$ cat src/hdl/ptr_pkg.sv
// shared types and constants for the packet trace ring
// used by the front end, the event queue, the ring back end and the top level
`timescale 1ns / 1ps
`default_nettype none

package ptr_pkg;

  localparam int unsigned DefRecords  = 10;
  localparam int unsigned QueueDepth  = 2;
  localparam int unsigned InDataW     = 184;
  localparam int unsigned OutDataW    = 248;
  localparam int unsigned RstFlagBit  = 2;

  // one IPv4 header event as it travels from the front end to the ring
  typedef struct packed {
    logic        is_rst;
    logic        is_send;
    logic [31:0] seq;
    logic [31:0] ack;
    logic [15:0] total_len;
    logic [5:0]  ip_hdr;
    logic [5:0]  tcp_hdr;
    logic [15:0] window;
    logic [7:0]  flags;
    logic [63:0] stamp;
  } evt_t;

  // one dumped record with the counters
  typedef struct packed {
    logic        is_send;
    logic [31:0] seq;
    logic [31:0] ack;
    logic [15:0] payload_len;
    logic [15:0] window;
    logic [5:0]  ip_hdr;
    logic [5:0]  tcp_hdr;
    logic [7:0]  flags;
    logic [63:0] stamp;
    logic [31:0] sent_cnt;
    logic [31:0] recv_cnt;
  } rec_t;

endpackage

`default_nettype wire

$ cat src/hdl/packet_trace_ring_with_reset_dump.sv
// Traces TCP/IPv4 header events into a ring of RECORDS entries and dumps the
// ring oldest first on every RST segment. A beat without RST is written to the
// ring in the back end's idle state; a RST beat keeps the back end busy until
// every stored record (at most RECORDS, the RST event among them) has been read
// from the ring memory and then sent, held while the output is stalled. A
// two-entry event queue keeps taking beats during a dump until it holds two,
// then the input stalls until the dump ends; IPv6 beats are accepted and
// dropped but also wait while the queue is full.
// Counters wrap at 32 bits.
// top level: front end, event queue and ring back end; depends on ptr_pkg
`timescale 1ns / 1ps
`default_nettype none

module packet_trace_ring_with_reset_dump #(
  parameter int unsigned RECORDS = ptr_pkg::DefRecords
) (
  input  wire logic                          clk_i,
  input  wire logic                          rst_ni,
  input  wire logic                          s_axis_tvalid,
  output logic                               s_axis_tready,
  // is_send, seq_number, ack_number, ip_total_length, ip_header_bytes,
  // tcp_header_bytes, window_size, tcp_flags, timestamp, zero pad
  input  wire logic [ptr_pkg::InDataW-1:0]   s_axis_tdata,
  // is_ipv6
  input  wire logic                          s_axis_tuser,
  output logic                               m_axis_tvalid,
  input  wire logic                          m_axis_tready,
  // rec_is_send, rec_seq, rec_ack, payload_length, rec_window, rec_ip_header,
  // rec_tcp_header, rec_flags, rec_time, sent_count, received_count, zero pad
  output logic [ptr_pkg::OutDataW-1:0]       m_axis_tdata,
  output logic                               m_axis_tlast
);
  import ptr_pkg::*;

  evt_t push_item, q_item;
  rec_t rec;
  logic q_ready, q_push, q_valid, q_pop;

  ptr_front u_front (
    .s_axis_tvalid (s_axis_tvalid),
    .s_axis_tready (s_axis_tready),
    .s_axis_tdata  (s_axis_tdata),
    .s_axis_tuser  (s_axis_tuser),
    .q_ready_i     (q_ready),
    .q_push_o      (q_push),
    .q_item_o      (push_item)
  );

  ptr_queue u_queue (
    .clk_i       (clk_i),
    .rst_ni      (rst_ni),
    .push_i      (q_push),
    .push_item_i (push_item),
    .ready_o     (q_ready),
    .valid_o     (q_valid),
    .item_o      (q_item),
    .pop_i       (q_pop)
  );

  ptr_back #(
    .RECORDS (RECORDS)
  ) u_back (
    .clk_i       (clk_i),
    .rst_ni      (rst_ni),
    .q_valid_i   (q_valid),
    .q_item_i    (q_item),
    .q_pop_o     (q_pop),
    .rec_valid_o (m_axis_tvalid),
    .rec_ready_i (m_axis_tready),
    .rec_o       (rec),
    .rec_last_o  (m_axis_tlast)
  );

  assign m_axis_tdata = {3'd0, rec.recv_cnt, rec.sent_cnt, rec.stamp, rec.flags,
                         rec.tcp_hdr, rec.ip_hdr, rec.window, rec.payload_len,
                         rec.ack, rec.seq, rec.is_send};

endmodule

`default_nettype wire

$ cat src/hdl/ptr_front.sv
// front end: unpacks input beats, drops IPv6 events, marks RST events
// depends on ptr_pkg
`timescale 1ns / 1ps
`default_nettype none

module ptr_front (
  input  wire logic                         s_axis_tvalid,
  output logic                              s_axis_tready,
  input  wire logic [ptr_pkg::InDataW-1:0]  s_axis_tdata,
  input  wire logic                         s_axis_tuser,
  input  wire logic                         q_ready_i,
  output logic                              q_push_o,
  output ptr_pkg::evt_t                     q_item_o
);
  import ptr_pkg::*;

  always_comb begin
    q_item_o.is_send   = s_axis_tdata[0];
    q_item_o.seq       = s_axis_tdata[32:1];
    q_item_o.ack       = s_axis_tdata[64:33];
    q_item_o.total_len = s_axis_tdata[80:65];
    q_item_o.ip_hdr    = s_axis_tdata[86:81];
    q_item_o.tcp_hdr   = s_axis_tdata[92:87];
    q_item_o.window    = s_axis_tdata[108:93];
    q_item_o.flags     = s_axis_tdata[116:109];
    q_item_o.stamp     = s_axis_tdata[180:117];
    q_item_o.is_rst    = s_axis_tdata[109 + RstFlagBit];
  end

  // ipv6 beats are taken and dropped here
  assign s_axis_tready = q_ready_i;
  assign q_push_o      = s_axis_tvalid && q_ready_i && !s_axis_tuser;

endmodule

`default_nettype wire

$ cat src/hdl/ptr_queue.sv
// short event queue between the front end and the ring back end
// depends on ptr_pkg
`timescale 1ns / 1ps
`default_nettype none

module ptr_queue (
  input  wire logic    clk_i,
  input  wire logic    rst_ni,
  input  wire logic    push_i,
  input  wire ptr_pkg::evt_t push_item_i,
  output logic         ready_o,
  output logic         valid_o,
  output ptr_pkg::evt_t item_o,
  input  wire logic    pop_i
);
  import ptr_pkg::*;

  localparam int unsigned IdxW = (QueueDepth > 1) ? $clog2(QueueDepth) : 1;
  localparam int unsigned CntW = $clog2(QueueDepth + 1);
  localparam logic [IdxW-1:0] LastIdx = IdxW'(QueueDepth - 1);

  evt_t            slot_q [QueueDepth];
  logic [IdxW-1:0] wr_q, rd_q;
  logic [CntW-1:0] cnt_q;
  logic            do_push, do_pop;

  assign ready_o = (cnt_q != CntW'(QueueDepth));
  assign valid_o = (cnt_q != '0);
  assign item_o  = slot_q[rd_q];
  assign do_push = push_i && ready_o;
  assign do_pop  = pop_i && valid_o;

  always_ff @(posedge clk_i or negedge rst_ni) begin
    if (!rst_ni) begin
      wr_q  <= '0;
      rd_q  <= '0;
      cnt_q <= '0;
    end else begin
      if (do_push) begin
        wr_q <= (wr_q == LastIdx) ? '0 : wr_q + IdxW'(1);
      end
      if (do_pop) begin
        rd_q <= (rd_q == LastIdx) ? '0 : rd_q + IdxW'(1);
      end
      if (do_push && !do_pop) begin
        cnt_q <= cnt_q + CntW'(1);
      end else if (do_pop && !do_push) begin
        cnt_q <= cnt_q - CntW'(1);
      end
    end
  end

  always_ff @(posedge clk_i) begin
    if (do_push) begin
      slot_q[wr_q] <= push_item_i;
    end
  end

endmodule

`default_nettype wire

$ cat src/hdl/ptr_back.sv
// ring back end: counters, ring memory and the dump sequencer
// depends on ptr_pkg
`timescale 1ns / 1ps
`default_nettype none

module ptr_back #(
  parameter int unsigned RECORDS = ptr_pkg::DefRecords
) (
  input  wire logic    clk_i,
  input  wire logic    rst_ni,
  input  wire logic    q_valid_i,
  input  wire ptr_pkg::evt_t q_item_i,
  output logic         q_pop_o,
  output logic         rec_valid_o,
  input  wire logic    rec_ready_i,
  output ptr_pkg::rec_t rec_o,
  output logic         rec_last_o
);
  import ptr_pkg::*;

  localparam int unsigned PtrW = (RECORDS > 1) ? $clog2(RECORDS) : 1;
  localparam int unsigned CntW = $clog2(RECORDS + 1);
  localparam logic [PtrW-1:0] LastSlot = PtrW'(RECORDS - 1);

  localparam logic [1:0] StIdle = 2'd0;
  localparam logic [1:0] StRead = 2'd1;
  localparam logic [1:0] StSend = 2'd2;

  logic [1:0]      state_q;
  logic [PtrW-1:0] wp_q, rd_ptr_q, wp_next, rd_next;
  logic            full_q;
  logic [CntW-1:0] left_q;
  logic [31:0]     sent_q, recv_q;
  evt_t            rd_q;
  evt_t            ring_mem [RECORDS];

  assign wp_next = (wp_q == LastSlot) ? '0 : wp_q + PtrW'(1);
  assign rd_next = (rd_ptr_q == LastSlot) ? '0 : rd_ptr_q + PtrW'(1);
  assign q_pop_o = (state_q == StIdle) && q_valid_i;

  always_ff @(posedge clk_i or negedge rst_ni) begin
    if (!rst_ni) begin
      state_q  <= StIdle;
      wp_q     <= '0;
      rd_ptr_q <= '0;
      full_q   <= 1'b0;
      left_q   <= '0;
      sent_q   <= '0;
      recv_q   <= '0;
    end else begin
      case (state_q)
        StIdle: begin
          if (q_valid_i) begin
            if (q_item_i.is_send) begin
              sent_q <= sent_q + 32'd1;
            end else begin
              recv_q <= recv_q + 32'd1;
            end
            if (q_item_i.is_rst) begin
              // full ring starts one past the newest slot, else at slot zero
              rd_ptr_q <= full_q ? wp_next : '0;
              left_q   <= full_q ? CntW'(RECORDS) : CntW'(wp_q) + CntW'(1);
              state_q  <= StRead;
            end else begin
              wp_q   <= wp_next;
              full_q <= full_q || (wp_q == LastSlot);
            end
          end
        end
        StRead: begin
          state_q <= StSend;
        end
        StSend: begin
          if (rec_ready_i) begin
            left_q <= left_q - CntW'(1);
            if (left_q == CntW'(1)) begin
              wp_q    <= wp_next;
              full_q  <= full_q || (wp_q == LastSlot);
              state_q <= StIdle;
            end else begin
              rd_ptr_q <= rd_next;
              state_q  <= StRead;
            end
          end
        end
        default: begin
          state_q <= StIdle;
        end
      endcase
    end
  end

  always_ff @(posedge clk_i) begin
    if (q_pop_o) begin
      ring_mem[wp_q] <= q_item_i;
    end
    if (state_q == StRead) begin
      rd_q <= ring_mem[rd_ptr_q];
    end
  end

  assign rec_valid_o = (state_q == StSend);
  assign rec_last_o  = (left_q == CntW'(1));

  always_comb begin
    rec_o.is_send     = rd_q.is_send;
    rec_o.seq         = rd_q.seq;
    rec_o.ack         = rd_q.ack;
    rec_o.payload_len = rd_q.total_len - {10'd0, rd_q.ip_hdr} - {10'd0, rd_q.tcp_hdr};
    rec_o.window      = rd_q.window;
    rec_o.ip_hdr      = rd_q.ip_hdr;
    rec_o.tcp_hdr     = rd_q.tcp_hdr;
    rec_o.flags       = rd_q.flags;
    rec_o.stamp       = rd_q.stamp;
    rec_o.sent_cnt    = sent_q;
    rec_o.recv_cnt    = recv_q;
  end

endmodule

`default_nettype wire
$ cat config.mk
export PLATFORM = sky130hd
export DESIGN_NAME = packet_trace_ring_with_reset_dump
export DESIGN_NICKNAME = d
export VERILOG_FILES = /design/src/hdl/ptr_pkg.sv /design/src/hdl/packet_trace_ring_with_reset_dump.sv /design/src/hdl/ptr_front.sv /design/src/hdl/ptr_queue.sv /design/src/hdl/ptr_back.sv
export SDC_FILE = /design/constraint.sdc
export NUM_CORES = 2
export LEC_CHECK = 0
export BUFFER_PORTS_ARGS = -buffer_cell sky130_fd_sc_hd__buf_2
export CORE_MARGIN = 2
export CORE_UTILIZATION = 55
export DETAILED_ROUTE_END_ITERATION = 16
export PLACE_DENSITY = 0.84
export SYNTH_ARGS = -nofsm -noshare
export SYNTH_HDL_FRONTEND = slang
export SYNTH_HIERARCHICAL = 1
export SYNTH_SLANG_ARGS = --single-unit
$ cat constraint.sdc
create_clock -name clk_i -period 12.7 [get_ports clk_i]
set_input_delay 3.175 -clock clk_i [delete_from_list [all_inputs] [get_ports clk_i]]
set_output_delay 3.175 -clock clk_i [all_outputs]
set_load 0.005 [all_outputs]
### Yosys cells after proc, flatten, opt, wreduce, memory -nomap -nowiden

Memories as Yosys holds them, arrays and structs flattened. A register that Yosys moved wholly into a read port is not among the register bits.
Index checks and enable logic that the tools add are counted.

| cells by class | value |
|---|---|
| multiplexer cells | 36 |
| eq/ne operators | 12 |
| bitwise gates (word level) | 1 |
| reductions and logical operators | 21 |
| $add $sub $neg | 11 |

Operator list:

| kind | number |
|---|---|
| $add 32x1->32 const B | 2 |
| $mux 4 | 15 |
| $sub 16x6->16 | 2 |
| $pmux 4 s2 | 3 |
| $mux 1 | 11 |
| $mux 2 | 5 |
| $reduce_and 5->1 | 2 |
| $reduce_and 3->1 | 3 |
| $add 4x1->4 const B | 2 |
| $eq 4x4->1 const B | 2 |
| $ne 2x1->1 const B | 4 |
| $logic_and 1x1->1 | 7 |
| $ne 2x2->1 const B | 3 |
| $pmux 2 s3 | 1 |
| $reduce_bool 2->1 | 3 |
| $eq 4x1->1 const B | 1 |
| $reduce_and 4->1 | 1 |
| $sub 4x1->4 const B | 1 |
| $logic_not 1->1 | 3 |
| $add 1x1->1 const B | 2 |
| $add 2x1->2 const B | 1 |
| $eq 2x1->1 const B | 1 |
| $eq 2x2->1 const B | 1 |
| $logic_not 2->1 | 1 |
| other kinds (4) | 4 |

| word-level totals | value |
|---|---|
| output and inout bits | 251 |
| register bits after elaboration | 83 |
| memories | 2 |
| memory bits (writable) | 2184 |
| word-level logic and storage cells | 93 |
| bits of input ports | 189 |

Memory list:

| name | depth | bits a word | rd ports | clocked after memory_dff | wr ports | RTL line | RTL |
|---|---|---|---|---|---|---|---|
| u_back.ring_mem | 10 | 182 | 1 | 1 | 1 | ptr_back.sv:35 | `evt_t ring_mem [RECORDS];` |
| u_queue.slot_q | 2 | 182 | 1 | 0 | 1 | ptr_queue.sv:22 | `evt_t slot_q [QueueDepth];` |

### Depth between registers and ports, before layout

| depth | value |
|---|---|
| word-level depth | 8 |
| gate-level depth with buffers | 10 |
| mapped depth without buffers | 9 |

### Hierarchy

Netlist, hierarchy kept.

Modules (own cells, without submodules):

| module | instances | area an instance (um2) | cells each |
|---|---|---|---|
| ptr_back | 1 | 79612.6 | 3861 |
| ptr_queue | 1 | 13392.8 | 584 |
| ptr_front | 1 | 1382.6 | 184 |
| packet_trace_ring_with_reset_dump | 1 | 26.3 | 4 |

### Least setup slack after synthesis

Ideal clock, no wire load.

| path | value |
|---|---|
| path kind | input to register |
| from | input port s_axis_tuser |
| to | memory u_queue/slot_q[0][0] in the netlist's numbering (enable) |
| arrival time | 11024 ps |
| setup time | 726 ps |
| stages | 3 |
| setup slack | 950 ps |
| data required time | 11974 ps |
| cells stage by stage | and3b_1 nand2_1 nor2_1 |

| on the way | value |
|---|---|
| cells in the longest elaborated chain, start to end | 5 |

Ends and longest elaborated chain:

| element | RTL line | RTL |
|---|---|---|
| from (decl) | packet_trace_ring_with_reset_dump.sv:25 | `input wire logic s_axis_tuser,` |
| $logic_not 1->1 | ptr_front.sv:32 | `assign q_push_o = s_axis_tvalid && q_ready_i && !s_axis_tuser;` |
| $logic_and 1x1->1 | ptr_front.sv:32 |  |
| $logic_and 1x1->1 | ptr_queue.sv:30 | `assign do_push = push_i && ready_o;` |
| $mux 1 | ptr_queue.sv:54 | `if (do_push) begin` |
| $mux 1 (implied by the code) | ptr_queue.sv:55 | `slot_q[wr_q] <= push_item_i;` |
| to (decl) | ptr_queue.sv:22 |  |

Every way passes these cells.

### Worst setup path after layout

| path | value |
|---|---|
| from | register u_back/rec_o[144] (netlist name) |
| to | output port m_axis_tdata[80] in the netlist's numbering |

| on the way | value |
|---|---|
| cells in the longest elaborated chain, start to end | 2 |

Ends and longest elaborated chain:

| element | RTL line | RTL |
|---|---|---|
| $sub 16x6->16 (2 in series) | ptr_back.sv:109 | `rec_o.payload_len = rd_q.total_len - {10'd0, rd_q.ip_hdr} - {10'd0, rd_q.tcp_hdr};` |
| to (decl) | packet_trace_ring_with_reset_dump.sv:30 | `output logic [ptr_pkg::OutDataW-1:0] m_axis_tdata,` |

Every way passes these cells.

==> summary.txt <==
Status
  • Status: finished, final reports clean

Worst hold path
  • Hold Path Cell Cnt: 1
  • End point of the worst hold path: u_back/sent_q[31]
  • Hold Path Class: reg2reg
  • Worst hold path startpoint: u_back/sent_q[31]

Detailed routing
  • Via count normalized by instance count: 6.15
  • Post-route antenna net violation count: 0
  • DRC Markers: 0
  • Final WL: ~200 mm
  • Final routed wire length divided by cell count: between 20 and 30 um
  • First-pass DRT Iterations: 5
  • DRC violation total after the first TritonRoute iteration: 4863
  • Via Count: 44600

Timing
  • Post-Route Hold Slack: 0.475 ns
  • Time the final worst path needs with I/O delays and setup: just over 7 ns
  • Fin. Hold Viols: 0
  • Slew at the pin with the worst max-slew slack: approximately 1.3 ns
  • Layout Skew: about 0.06 ns
  • Setup-failing EPs final: 0
  • Setup repair after global routing missed its margin: no
  • Highest clock frequency the design can meet: 138 MHz
  • Max-slew violation total from the final report: 0
  • Final clock period utilization by the worst path: 0.572
  • Slack of the critical path: 5.44 ns
  • Fin Setup TNS: 0 ns
  • Max_slew headroom: 0.109

Placed design
  • Number of input and output port buffers inserted: 433
  • Total cell area at the placement stage: 96400 um^2
  • Place WS: 6.09 ns
  • Final RePlAce weighted congestion: 0.808
  • HPWL reported at the end of detailed placement: about 100 mm

GRT
  • Met2 demand-to-capacity share in global routing: 0.392
  • Vias in the first global route: 45800
  • Total routing usage reported by global routing: 0.231
  • Global-route track usage on met3: 0.0370
  • Remaining global-route overflow: 0
  • Initial antenna violation count: 48
  • Pin count of the biggest net entering global routing: 159
  • Met1 capacity usage during global routing: 0.291
  • Wire length of the first global-routing pass: 297 mm
  • Most crowded layer after global routing: met2

Floorplan
  • Starting density of the core: 0.552
  • Floorplan die area: 175000 um^2
  • Die Y: 418 um
  • I/O Pins: 440
  • Area of the core region: 171000 um^2
  • Row count: between 150 and 200
  • Die W: 418 um

Pwr
  • Total power of the final layout: 0.0238 W
  • Cell-internal power: 0.0168 W
  • Static leakage: 33.4 nW
  • Fraction of power spent switching nets: 0.292
  • Max rail drop VDD: between 200 and 250 uV
  • Comb pwr share: 0.233
  • Net load switching power: between 0.006 and 0.007 W
  • Share of total power in the clock network: 0.282
  • Power per cell area: between 200 and 250 nW/um^2
  • Sequential power share: 0.485

CTS
  • H-tree levels: 4
  • Maximum count of clock buffers along a single path: 3
  • Clock Tree Root: sky130_fd_sc_hd__clkbuf_16
  • Clk Latency, worst-skew pair: a little under 0.9 ns
  • Clock tree from TritonCTS: done
  • Clock transition at the registers of the reported paths: 0.06 ns
  • Count of hold buffers inserted by post-cts repair: 0
  • Gates resized, CTS repair: 0
  • Number of CTS-inserted buffers: approximately 230
  • Setup fix buffers added after clock tree synthesis: 0
  • Clock net sink count: 2438

Logic synthesis
  • Number of enable flip-flop cells after synthesis: roughly 2400
  • Main synth FF type: sky130_fd_sc_hd__edfxtp_1
  • Async S/R FF share, synth: 0.0340
  • Avg Synthesized Cell Area: 20.4 um^2
  • Instance count of the mapped netlist: 4633
  • Synthesized area: approximately 94000 um^2
  • Post-synthesis register bit count: 2438
  • Post-synthesis sequential area ratio: 0.771
  • Number of synthesis warnings: 6
  • Unique masters post-synth: 58

Layout
  • Nets: 5007
  • Filler instances: 11200
  • Share of layout cells above drive strength 1: 0.279
  • Final Cell Area: 104000 um^2
  • Area growth from synthesis to layout: 9.97%

Worst setup path
  • Endpoint class of the critical path: primary output
  • Crit path buf inv count: 2
  • Endpoint of the most critical register-to-register path: u_back/rec_o[107]
  • Slowest stage cell, crit path: sky130_fd_sc_hd__nor4_1
  • Worst EP arrival: between 4 and 5 ns
  • Highest net fanout along the worst path: 5
  • Cell depth of the worst flop-to-flop path: 7
  • CP required: 9.52 ns
  • Largest stage delay on the critical path: 0.67 ns
  • CP Launch Type: flip-flop
  • Critical Path, Cell by Cell: inv_1 > fa_1 > ha_1 > a21oi_1 > a21oi_1 > or2_2 > nor4_1 > xor2_1 > buf_2
  • Most repeated library cell on the critical path: sky130_fd_sc_hd__a21oi_1
  • Worst Setup Path Type: reg2out
  • Kind of cell with the highest combined delay on the critical path: simple AND/OR/NAND/NOR gates
  • Critical R2R Launch: u_back/rd_ptr_q[0]
  • Setup slack of the most critical reg-to-reg path: 8.06 ns

Run
  • Number of maximum-capacitance constraint violations: 0
cells in the final DEF (no fill, tap or decap), drive strengths merged, types with 4 or more instances in the layout:
master    count
edfxtp     2355
buf         492
mux4        362
clkbuf      274
a21oi       190
mux2        184
nor2b       184
mux2i       183
a211oi      182
clkinv       93
dfrtp        83
xnor2        57
nand2        41
inv          38
diode        34
nor2         31
nand3        28
xor2         25
bufinv       24
nand4        18
ha           18
o21ai        13
clkinvlp     11
and2         11
nor3          9
and3          9
nor4          7
fa            6
and4          5
o31ai         4
power by group through the flow:
stage,registers [W],clock network [W],logic [W]
finish,0.0115,0.00669,0.00554
global route,0.0116,0.00706,0.00597
CTS,0.0115,0.00679,0.00558
detailed placement,0.0117,0,0.00548
global placement,0.0116,0,0.00529
floorplan,0.0116,0,0.00407
metrics by stage:
stage,cells,utilization
after floorplan,4635,-
after global placement,6800,0.563
after detailed placement,6800,0.563
after CTS,7212,0.606
after global routing,7244,0.607
final,7246,0.607
how the worst max path moves through the flow:
stage,cells past startpoint,to,start,slack [ns]
after CTS,9,m_axis_tdata[80],u_back/rec_o[144],5.33
after global routing,9,m_axis_tdata[80],u_back/rec_o[138],5.27
after global placement,7,u_queue/slot_q[0][142],s_axis_tuser,6.21
after detailed placement,7,u_queue/slot_q[0][137],s_axis_tuser,6.09
after floorplan,3,u_queue/slot_q[0][0],s_axis_tuser,0.95
final,9,m_axis_tdata[80],u_back/rec_o[144],5.44
cells in the mapped netlist (18+ instances only):
library cell,n,area (um^2)
sky130_fd_sc_hd__edfxtp_1,2355,70700
sky130_fd_sc_hd__buf_6,20,225
sky130_fd_sc_hd__a211oi_1,182,1370
sky130_fd_sc_hd__nand2_1,41,154
sky130_fd_sc_hd__buf_4,352,2640
sky130_fd_sc_hd__mux2i_1,183,1830
sky130_fd_sc_hd__inv_1,28,105
sky130_fd_sc_hd__nand3_1,28,140
sky130_fd_sc_hd__dfrtp_1,83,2080
sky130_fd_sc_hd__clkbuf_1,109,409
sky130_fd_sc_hd__buf_2,65,325
sky130_fd_sc_hd__ha_1,18,225
sky130_fd_sc_hd__nor2_1,31,116
sky130_fd_sc_hd__nor2b_1,183,1140
sky130_fd_sc_hd__mux2_2,184,2070
sky130_fd_sc_hd__mux4_2,362,8150
sky130_fd_sc_hd__xor2_1,25,219
sky130_fd_sc_hd__a21oi_1,190,951
sky130_fd_sc_hd__nand4_1,18,113
sky130_fd_sc_hd__xnor2_1,57,499
area by class of cell:
| cell class | instances | area (um^2) | area share |
|---|---|---|---|
| flip-flops and latches | 2438 | 72800 | 0.701 |
| multi-input cells | 1609 | 17900 | 0.173 |
| clock buffers | 274 | 5840 | 0.0562 |
| well taps | 2233 | 2790 | 0.0269 |
| repair buffers | 492 | 2760 | 0.0266 |
| clock inverters | 138 | 1520 | 0.0146 |
| inverters | 28 | 105 | 0.00101 |
| diodes | 34 | 85.1 | 0.000819 |
cells by family after synthesis:
logic type	share of synthesized area
simple gates	0.0227
compound gates	0.0274
other cells	0.0000397
xor+xnor	0.00761
mux	0.128
fa+ha+maj	0.00366
flops	0.771
buf+inv	0.0398
registers in the layout, summed over array words and instances (netlist names), 2 cells and up:
signal	cells
u_queue/slot_q	364
u_back/state_q	2
u_back/rec_o	165
u_back/left_q	4
u_back/recv_q	32
u_back/rd_ptr_q	4
u_back/sent_q	32
u_queue/cnt_q	2
u_back/rd_q	16
u_back/ring_mem	1810
u_back/wp_q	4
metal layers:
layer,wire length (um),up-vias
met4,9210,8
met2,106000,2216
met1,74000,23400
met3,13500,407
li1,-,18600
met5,57,-
Power figures use the tool's default switching activity.
